`src/rtl/core/cdcc_pkg.sv`:
```
// Shared types and constants for the convolution descriptor checker.
// No dependencies; imported by every module of the block.
package cdcc_pkg;

  localparam int InWidth   = 72;
  localparam int OutWidth  = 112;
  localparam int SizeWidth = 54;
  localparam logic [7:0] ConvMagic = 8'hc3;

  typedef enum logic [1:0] {
    OP_SLOT     = 2'd0,
    OP_COMPLETE = 2'd1,
    OP_READ     = 2'd2,
    OP_CLEAR    = 2'd3
  } op_e_t;

  typedef enum logic [4:0] {
    ERR_NONE       = 5'd0,
    ERR_BUSY       = 5'd1,
    ERR_UNSUP      = 5'd2,
    ERR_SEQ        = 5'd3,
    ERR_DMEM       = 5'd4,
    ERR_ABI        = 5'd5,
    ERR_MAGIC      = 5'd6,
    ERR_START      = 5'd7,
    ERR_PAD        = 5'd8,
    ERR_STRIDE     = 5'd9,
    ERR_CUTBIT     = 5'd10,
    ERR_KSIZE      = 5'd11,
    ERR_RSV_SHAPE  = 5'd12,
    ERR_RSV_CTRL   = 5'd13,
    ERR_SHAPE      = 5'd14,
    ERR_SHAPE_OVF  = 5'd15,
    ERR_ADDR_OVF   = 5'd16,
    ERR_ADDR_RANGE = 5'd17,
    ERR_BIAS       = 5'd18,
    ERR_OVERLAP    = 5'd19
  } err_e_t;

  // Register indexes of the configuration port.
  localparam logic RegDmBase = 1'b0;
  localparam logic RegDmSize = 1'b1;

  // Last step of each sequenced phase.
  localparam logic [2:0] MulLast   = 3'd5;
  localparam logic [2:0] RangeLast = 3'd3;
  localparam logic [2:0] OvlpLast  = 3'd5;

  typedef struct packed {
    logic       load;
    logic       decode;
    logic       mul;
    logic       range;
    logic       ovlp;
    logic       emit;
    logic [2:0] step;
  } cmd_t;

  typedef struct packed {
    logic out_full;
    logic chk_go;
    logic fail;
  } status_t;

  // Tensor pairs for the overlap pass, in check order.
  function automatic logic [1:0] pair_lo(input logic [2:0] k);
    case (k)
      3'd0, 3'd1, 3'd2: pair_lo = 2'd0;
      3'd3, 3'd4:       pair_lo = 2'd1;
      default:          pair_lo = 2'd2;
    endcase
  endfunction

  function automatic logic [1:0] pair_hi(input logic [2:0] k);
    case (k)
      3'd0:       pair_hi = 2'd1;
      3'd1, 3'd3: pair_hi = 2'd2;
      default:    pair_hi = 2'd3;
    endcase
  endfunction

endpackage

```
`src/rtl/core/cdcc_dp.sv`:
```
// Datapath of the descriptor checker: shadow words, field checks, shared
// multiplier, range and overlap compares, output register. Depends on cdcc_pkg.
module cdcc_dp (
  input  logic                            clk,
  input  logic                            rst,
  input  cdcc_pkg::cmd_t                  cmd,
  output cdcc_pkg::status_t               status,
  input  logic [cdcc_pkg::InWidth-1:0]    s_tdata,
  input  logic                            cfg_we,
  input  logic                            cfg_index,
  input  logic [32:0]                     cfg_wdata,
  output logic                            m_tvalid,
  input  logic                            m_tready,
  output logic [cdcc_pkg::OutWidth-1:0]   m_tdata
);
  import cdcc_pkg::*;

  // Latched item
  op_e_t       op;
  logic        set_op;
  logic [3:0]  slot;
  logic [63:0] payload;

  // Architectural state
  logic [63:0] shadow [3];
  logic [2:0]  slot_mask;
  logic        busy;
  logic [31:0] dm_base;
  logic [32:0] dm_size;

  // Check working registers
  err_e_t                err;
  logic [16:0]           hh, ww;
  logic [21:0]           pa;
  logic [33:0]           pb;
  logic [SizeWidth-1:0]  size0, size3;
  logic [32:0]           ends [4];

  // Descriptor fields
  logic [63:0] w0, w1, w2, c;
  logic [15:0] ih, iw, bn;
  logic [5:0]  ic;
  logic [4:0]  oc;
  logic        pad, sm1;
  logic [16:0] ph, pw, hh_calc, ww_calc;
  logic [33:0] dm_end;
  logic [2:0]  next_slot;
  err_e_t      check_err, decode_err;

  assign w0 = shadow[0];
  assign w1 = shadow[1];
  assign w2 = shadow[2];
  assign c  = payload;
  assign ih  = w2[15:0];
  assign iw  = w2[31:16];
  assign bn  = w2[47:32];
  assign ic  = w2[53:48];
  assign oc  = w2[58:54];
  assign pad = c[4];
  assign sm1 = c[5];
  assign ph  = {1'b0, ih} + {15'd0, pad, 1'b0};
  assign pw  = {1'b0, iw} + {15'd0, pad, 1'b0};
  assign hh_calc = ((ph - 17'd3) >> sm1) + 17'd1;
  assign ww_calc = ((pw - 17'd3) >> sm1) + 17'd1;
  assign dm_end  = {2'b0, dm_base} + {1'b0, dm_size};

  always_comb begin
    if (!slot_mask[0])      next_slot = 3'd1;
    else if (!slot_mask[1]) next_slot = 3'd2;
    else if (!slot_mask[2]) next_slot = 3'd3;
    else                    next_slot = 3'd4;
  end

  // Field checks of slot 4 that need no products, in priority order.
  always_comb begin
    check_err = ERR_NONE;
    if (w2[63:59] != '0)                          check_err = ERR_RSV_SHAPE;
    else if (c[30:14] != '0 || c[55:32] != '0)    check_err = ERR_RSV_CTRL;
    else if (!c[31])                              check_err = ERR_START;
    else if (c[63:56] != ConvMagic)               check_err = ERR_MAGIC;
    else if (c[3:0] != 4'd1)                      check_err = ERR_ABI;
    else if (c[10:6] > 5'd23)                     check_err = ERR_CUTBIT;
    else if (c[13:11] != 3'd3)                    check_err = ERR_KSIZE;
    else if (ih == '0 || iw == '0 || bn == '0 || ic == '0 || oc == '0 ||
             oc > 5'd16 || ph < 17'd3 || pw < 17'd3)
                                                  check_err = ERR_SHAPE;
    else if (dm_size == '0 || dm_end > 34'h1_0000_0000)
                                                  check_err = ERR_DMEM;
    else if (w1[0])                               check_err = ERR_BIAS;
  end

  always_comb begin
    decode_err = ERR_NONE;
    if (op == OP_SLOT) begin
      if (busy)                               decode_err = ERR_BUSY;
      else if (!set_op || slot > 4'd4)        decode_err = ERR_UNSUP;
      else if (slot != {1'b0, next_slot})     decode_err = ERR_SEQ;
      else if (slot == 4'd4)                  decode_err = check_err;
    end
  end

  // Shared multiplier, one product per step.
  logic [33:0] mul_x;
  logic [21:0] mul_y;
  logic [55:0] mul_p;

  always_comb begin
    case (cmd.step)
      3'd0:    begin mul_x = {18'd0, bn};  mul_y = {16'd0, ic};  end
      3'd1:    begin mul_x = {18'd0, ih};  mul_y = {6'd0, iw};   end
      3'd2:    begin mul_x = pb;           mul_y = pa;           end
      3'd3:    begin mul_x = {18'd0, bn};  mul_y = {17'd0, oc};  end
      3'd4:    begin mul_x = {17'd0, hh};  mul_y = {5'd0, ww};   end
      default: begin mul_x = pb;           mul_y = pa;           end
    endcase
  end
  assign mul_p = {22'd0, mul_x} * {34'd0, mul_y};

  // Range pass: one tensor per step.
  logic [31:0]          rng_begin;
  logic [SizeWidth-1:0] rng_size;
  logic [10:0]          icoc;
  logic [54:0]          rng_end;
  err_e_t               rng_err;

  assign icoc = {5'd0, ic} * {6'd0, oc};

  always_comb begin
    case (cmd.step[1:0])
      2'd0:    begin rng_begin = w0[31:0];  rng_size = size0; end
      2'd1:    begin
        rng_begin = w0[63:32];
        rng_size  = {{(SizeWidth-15){1'b0}}, {1'b0, icoc, 3'b0} + {4'd0, icoc}};
      end
      2'd2:    begin
        rng_begin = w1[31:0];
        rng_size  = {{(SizeWidth-6){1'b0}}, oc, 1'b0};
      end
      default: begin rng_begin = w1[63:32]; rng_size = size3; end
    endcase
  end

  assign rng_end = {23'd0, rng_begin} + {1'b0, rng_size};

  always_comb begin
    rng_err = ERR_NONE;
    if (rng_end > 55'h1_0000_0000)                                  rng_err = ERR_ADDR_OVF;
    else if (rng_begin < dm_base || rng_end > {21'd0, dm_end})      rng_err = ERR_ADDR_RANGE;
  end

  // Overlap pass: one pair per step.
  logic [1:0]  ov_i, ov_j;
  logic [32:0] beg_i, beg_j;
  logic        ov_hit;

  assign ov_i = pair_lo(cmd.step);
  assign ov_j = pair_hi(cmd.step);

  function automatic logic [32:0] begin_of(input logic [1:0] k,
                                           input logic [63:0] a,
                                           input logic [63:0] b);
    case (k)
      2'd0:    begin_of = {1'b0, a[31:0]};
      2'd1:    begin_of = {1'b0, a[63:32]};
      2'd2:    begin_of = {1'b0, b[31:0]};
      default: begin_of = {1'b0, b[63:32]};
    endcase
  endfunction

  assign beg_i  = begin_of(ov_i, w0, w1);
  assign beg_j  = begin_of(ov_j, w0, w1);
  assign ov_hit = (beg_i < ends[ov_j]) && (beg_j < ends[ov_i]);

  assign status.out_full = m_tvalid;
  assign status.chk_go   = (decode_err == ERR_NONE) && (op == OP_SLOT) && (slot == 4'd4);
  assign status.fail     = (cmd.range && rng_err != ERR_NONE) || (cmd.ovlp && ov_hit);

  // Result fields
  logic        acc, com, done, busy_next;
  logic [63:0] rd;
  logic [1:0]  sidx;

  assign sidx = slot[1:0] - 2'd1;
  assign acc  = (op == OP_SLOT) && (err == ERR_NONE);
  assign com  = acc && (slot == 4'd4);
  assign done = (op == OP_COMPLETE) && busy;
  assign rd   = (op == OP_READ && slot >= 4'd1 && slot <= 4'd3) ? shadow[sidx] : '0;

  always_comb begin
    busy_next = busy;
    case (op)
      OP_SLOT:     if (com) busy_next = 1'b1;
      OP_COMPLETE: busy_next = 1'b0;
      OP_CLEAR:    busy_next = 1'b0;
      default:     busy_next = busy;
    endcase
  end

  // Item, working and payload registers
  always_ff @(posedge clk) begin
    if (cmd.load) begin
      op      <= op_e_t'(s_tdata[1:0]);
      set_op  <= s_tdata[2];
      slot    <= s_tdata[6:3];
      payload <= s_tdata[70:7];
    end
    if (cmd.decode) begin
      err <= decode_err;
      hh  <= hh_calc;
      ww  <= ww_calc;
    end
    if (cmd.mul) begin
      case (cmd.step)
        3'd0, 3'd3: pa    <= mul_p[21:0];
        3'd1, 3'd4: pb    <= mul_p[33:0];
        3'd2:       size0 <= mul_p[SizeWidth-1:0];
        default:    size3 <= mul_p[SizeWidth-1:0];
      endcase
    end
    if (cmd.range) begin
      ends[cmd.step[1:0]] <= rng_end[32:0];
      if (rng_err != ERR_NONE) err <= rng_err;
    end
    if (cmd.ovlp && ov_hit) err <= ERR_OVERLAP;
    if (cmd.emit) begin
      m_tdata <= {7'd0,
                  com ? hh[15:0] : 16'd0,
                  com ? ww[15:0] : 16'd0,
                  rd, done, busy_next,
                  (op == OP_SLOT) ? err : ERR_NONE,
                  com, acc};
    end
  end

  // The top level reorders so output_width lies above output_height as the port lists.
  // (here height occupies [104:89], width [88:73])

  // Control state and shadow words
  always_ff @(posedge clk) begin
    if (rst) begin
      m_tvalid  <= 1'b0;
      busy      <= 1'b0;
      slot_mask <= '0;
      dm_base   <= '0;
      dm_size   <= '0;
      for (int k = 0; k < 3; k++) shadow[k] <= '0;
    end else begin
      if (cmd.emit)      m_tvalid <= 1'b1;
      else if (m_tready) m_tvalid <= 1'b0;
      if (cfg_we) begin
        if (cfg_index == RegDmBase) dm_base <= cfg_wdata[31:0];
        if (cfg_index == RegDmSize) dm_size <= cfg_wdata;
      end
      if (cmd.emit) begin
        busy <= busy_next;
        if (op == OP_CLEAR || com) begin
          slot_mask <= '0;
          for (int k = 0; k < 3; k++) shadow[k] <= '0;
        end else if (acc) begin
          shadow[sidx]    <= payload;
          slot_mask[sidx] <= 1'b1;
        end
      end
    end
  end

endmodule

```
`config.mk`:
```
export PLATFORM = sky130hd
export DESIGN_NAME = cdcc_dp
export DESIGN_NICKNAME = d
export VERILOG_FILES = /design/src/rtl/core/cdcc_pkg.sv /design/src/rtl/core/cdcc_dp.sv
export SDC_FILE = /design/constraint.sdc
export NUM_CORES = 2
export LEC_CHECK = 0
export BUFFER_PORTS_ARGS = -buffer_cell sky130_fd_sc_hd__buf_2
export CORE_UTILIZATION = 55
export CTS_CLUSTER_DIAMETER = 150
export DETAILED_ROUTE_END_ITERATION = 8
export PLACE_DENSITY = 0.83
export SYNTH_ARGS = -nofsm -noshare
export SYNTH_HDL_FRONTEND = slang
export SYNTH_SLANG_ARGS = --single-unit
```
`constraint.sdc`:
```
create_clock -name clk -period 12.2 [get_ports clk]
set_input_delay 2.44 -clock clk [delete_from_list [all_inputs] [get_ports clk]]
set_output_delay 2.44 -clock clk [all_outputs]
set_load 0.03 [all_outputs]
```
# [Word-level counts from Yosys, hierarchy flattened]
# Memory sizes are Yosys's and may differ from the RTL's. A register that Yosys moved wholly into a read port is not among the register bits.
# Cells that the tools add are included.
[classes] n_bitwise=6 n_reduce_logical=60 n_mux=58 add_sub_neg=10 magnitude_cmp=15 multipliers=2 eq_ne=18 n_shift=2
[ops] operator="one-hot mux 32 bit (3 select lines)" n=3
[ops] operator="2-to-1 mux 64 bit" n=4
[ops] operator="one-hot mux 54 bit (3 select lines)" n=1
[ops] operator="one-hot mux 34 bit (3 select lines)" n=1
[ops] operator="2-to-1 mux 5 bit" n=20
[ops] operator="one-hot mux 22 bit (4 select lines)" n=1
[ops] operator="less-than comparator 33 bit" n=2
[ops] operator="OR reduction 64 bit" n=1
[ops] operator="adder 32 x 54 -> 55 bit" n=1
[ops] operator="greater-than comparator 55 x 33 -> 1 bit, second input constant" n=1
[ops] operator="greater-than comparator 55 x 34 -> 1 bit" n=1
[ops] operator="multiplier 34 x 22 -> 54 bit" n=1
[ops] operator="zero test 16 bit" n=3
[ops] operator="adder 16 x 2 -> 17 bit" n=2
[ops] operator="adder 17 x 1 -> 17 bit, second input constant" n=2
[ops] operator="adder 32 x 33 -> 34 bit" n=1
[ops] operator="greater-than comparator 34 x 33 -> 1 bit, second input constant" n=1
[ops] operator="less-than comparator 17 x 2 -> 1 bit, second input constant" n=2
[ops] operator=">> shifter 17 x 1 -> 17 bit" n=2
[ops] operator="subtractor 17 x 2 -> 17 bit, second input constant" n=2
[ops] operator="zero test 33 bit" n=1
[ops] operator="less-than comparator 32 bit" n=1
[ops] operator="nonzero test 24 bit" n=1
[ops] operator="2-to-1 mux 1 bit" n=18
[ops] operator="41 further kinds" n=98
[word_totals] register_bits=385 out_inout_bits=116 mem_count=2 ramBits=324
[memory_table] name="shadow" words=3 word_bits=64 rd=4 rd_ports_with_merged_regs=1 write_ports=3 line="cdcc_dp.sv:25" rtl="logic [63:0] shadow [3];"
[memory_table] name="ends" words=4 word_bits=33 rd=2 rd_ports_with_merged_regs=0 write_ports=1 line="cdcc_dp.sv:37" rtl="logic [32:0] ends [4];"

# [Depth between registers and ports, before layout]
# An unclocked memory read counts as a cell.
[logic_depth] depth_word=25 depth_mapped=41

# [Worst setup path after synthesis]
# OpenSTA, ideal clock, no wires.
[synth_path] kind="in2out" from="in cmd[0] (netlist bit)" to="out status[0] (netlist bit)" cell_stages=25 t_arrival_ns=9.128 setup_slack_ns=0.632 t_required_ns=9.760 path_cell_list="buf_4 -> buf_2 -> clkbuf_1 -> buf_1 -> buf_2 -> buf_2 -> buf_1 -> mux4_2 -> fa_1 -> a21o_1 -> a221oi_1 -> nor3b_1 -> or2_4 -> and3b_1 -> nor4_1 -> ha_1 -> nand3_1 -> nor3_1 -> nand2_1 -> or4_1 -> nand4bb_1 -> a31oi_1 -> a31oi_1 -> nand2b_1 -> or2_1"
[synth_rtl] element="start, declared" line="cdcc_dp.sv:6" rtl="input cdcc_pkg::cmd_t cmd,"
[synth_rtl] element="end, declared" line="cdcc_dp.sv:7" rtl="output cdcc_pkg::status_t status,"

==> results by group <==
Status
  – Outcome: finished, violations left
  – Failing checks: DRC

STA
  – Rel. slew slack: between 15 and 20%
  – # setup viols final: 0
  – Worst Slack Setup Final: between 0.15 and 0.2 ns
  – Final Hold Vio Count: 0
  – Final Max Slew Viols: 0
  – Fmax: roughly 0.083 GHz
  – Worst-margin pin slew: between 1 and 1.5 ns
  – Clock skew: about 0.04 ns
  – Final min period: between 10 and 15 ns
  – Final period util: roughly 99%

Clock network
  – CTS tree: yes
  – CTS Sinks: between 800 and 900
  – CTS max path bufs: 3
  – H-tree depth: 3
  – CTS Hold Bufs: 0
  – Worst-Skew Late Latency: approximately 0.70 ns
  – Root Driver: clkbuf_16
  – Clock transition at the registers of the reported paths: ~0.06 ns
  – CTS Buf Count: 88

Placement
  – I/O Buffers: between 200 and 250
  – GPL Wtd Cong: 1.01
  – Placed insts: 8348
  – Post-Place Worst Slack: about 0.24 ns
  – DP HPWL: around 170000 um
  – Cell Area, Placed: approximately 73000 um2

Yosys
  – Synthesized area per cell: approximately 10 um2
  – Post-synth cell types: roughly 110
  – Cell count after synthesis: between 6000 and 7000
  – Seq/Total Area, Yosys: 35.0%
  – Mapped Area: 69700 um2
  – Asr flop ratio synth: 0%
  – Post-synth top flop: edfxtp_1
  – Yosys reg bits: around 840
  – Number of flops mapped to enable cells by yosys: ~760
  – Share of the synthesized area in the top cell type: about a third
  – Synth warn: 0
  – Synth area leader: edfxtp_1
  – Synth top area cells: edfxtp_1 (33%), fa_1 (19%), ha_1 (7.0%)

Setup path
  – Startpoint types: flop
  – CP max stage delay: ~0.76 ns
  – Critical Path Fanout Max: 6
  – WP data arrival: between 9 and 10 ns
  – Worst EP required: 9.76 ns
  – Critical Path End Type: output port
  – Setup CP Type: reg2out
  – CP max stage cell: a31oi_2

Drt
  – # DRC: 1
  – Starting DRC count in detailed routing: 7419
  – Vias per Instance: approximately 6.6
  – WL/cell: ~27 um
  – Final wirelength: around 230000 um
  – Number of routed nets with antenna violations: 0
  – Initial DRT Pass Iterations: 9
  – Vias: 56000

Flow run
  – Number of max-cap violations: 0

Layout
  – Register area: between 20000 and 25000 um2
  – Design Area, Final: approximately 76000 um2
  – Area Overhead vs Synth: 9.23%
  – Fillers: 9812
  – Multi-input logic area: a little over 40000 um2
  – Final Non-Filler Cells: 8528
  – Layout cells sized above 1: 11.8%
  – Layout net count: 7954

Global routing
  – Initial antenna violation count: 17
  – Largest net degree at the start of global routing: around 140
  – GRT Total Usage: 35.8%
  – First-pass GRT wire length: roughly 340000 um
  – GRT overflow: 0
  – Vias in the first global route: 55600

Die
  – Core area: around 130000 um2
  – Initial Util: between 50% and 60%
  – Die Wd: around 360 um
  – Die Height: 358 um
  – Io pins: roughly 240
  – Die area: 128000 um2
  – Num rows: 130

Worst hold path
  – Worst hold path type: reg2reg
critical path: cells and delay by family (launching register included):
family	cells	cell delay, ns
DFF	1	0.59
adders and majority gates	6	2.47
and+or+nand+nor	5	1.07
AOI/OAI and AO/OA	12	3.10
xor gates and xnor gates	2	0.71
buffers and inverters	6	0.93
flip-flops by register name (all words and copies together), names as in the netlist, 17 cells and up:
name / flops
c: 64
pa: 22
m_tdata: 105
ww: 17
shadow: 256
dm_base: 32
pb: 34
size0: 54
ends: 132
size3: 54
dm_size: 33
hh: 17
timing repair:
action / in CTS / in global routing
buffers inserted: 2 / 6
resized for setup: 27 / 41
pin swaps: 5 / 14
setup endpoints to repair: 1 / 1
metrics by stage:
stage,hold slack (ns),utilization (%),setup TNS [ns]
after global placement,0.466,58.0,0
after detailed placement,0.468,58.0,0
after floorplan,0.424,-,0
after global routing,0.496,60.6,-0.0449
final,0.481,60.6,0
after CTS,0.477,60.4,0
layer usage:
layer | global-route usage (%) | vias up | wire length (um)
met5 | 0 | - | 95
met4 | 20.5 | 14 | 15900
met3 | 11.8 | 929 | 33100
met2 | 54.3 | 4130 | 101000
met1 | 45.0 | 27300 | 79400
li1 | - | 23600 | -
layout make-up:
class / instances / share of cell area (%)
multi-input combinational: 4741 / 54.6
sequential: 837 / 32.0
inverter: 717 / 3.54
timing repair buffer: 411 / 3.35
clock buffer: 103 / 2.99
tap: 1650 / 2.71
clock inverter: 59 / 0.699
antenna: 10 / 0.0329
synth_stat cells (all sizes together), types with 35 or more instances:
| cell | count |
|---|---|
| xor2 | 63 |
| a211oi | 48 |
| nand4 | 53 |
| nor3 | 66 |
| o211ai | 36 |
| mux4 | 101 |
| nand2 | 966 |
| clkbuf | 331 |
| mux2i | 43 |
| nand3 | 84 |
| fa | 651 |
| o21ai | 176 |
| edfxtp | 762 |
| nor4 | 47 |
| dfxtp | 75 |
| nor2 | 229 |
| a22oi | 159 |
| nor2b | 133 |
| buf | 61 |
| xnor2 | 121 |
| and2 | 107 |
| a221oi | 42 |
| nand2b | 41 |
| ha | 388 |
| and3 | 349 |
| a21oi | 308 |
| o21a | 35 |
| inv | 716 |
| a21o | 96 |
path summary, 6_finish.rpt:
check	startpoint	to	slack (ns)	depth (start not counted)
hold / removal	dm_size[29]	dm_size[29]	0.48	2
hold reg to reg	dm_size[29]	dm_size[29]	0.48	2
setup / recovery	shadow[2][57]	status[0]	0.17	31
setup reg to reg	shadow[2][5]	size3[50]	2.72	31
cell families after synthesis:
kind of cell | Yosys count | share of synthesized area (%)
AO/OA/AOI/OAI | 1180 | 11.5
XOR/XNOR | 185 | 2.35
flip-flops | 837 | 35.0
other | 1 | 0.00538
AND/OR/NAND/NOR | 2171 | 15.3
adder cells (fa/ha/maj) | 1040 | 25.7
multiplexers | 158 | 4.11
buffers and inverters | 1109 | 6.07
cells in the final DEF (no fill, tap or decap), drive strengths merged, types with 121 or more instances in the layout:
cell type  Yosys  final
a21oi        308    308
a22oi        159    159
and3         349    349
buf           61    411
edfxtp       762    762
fa           651    651
ha           388    388
inv          716    727
nand2        966    966
nor2         229    229
nor2b        133    133
o21ai        176    176
xnor2        121    121
Power is left out: the tool's default activity adds up to more than one toggle a clock period on the data nets, which glitch-free logic cannot reach.
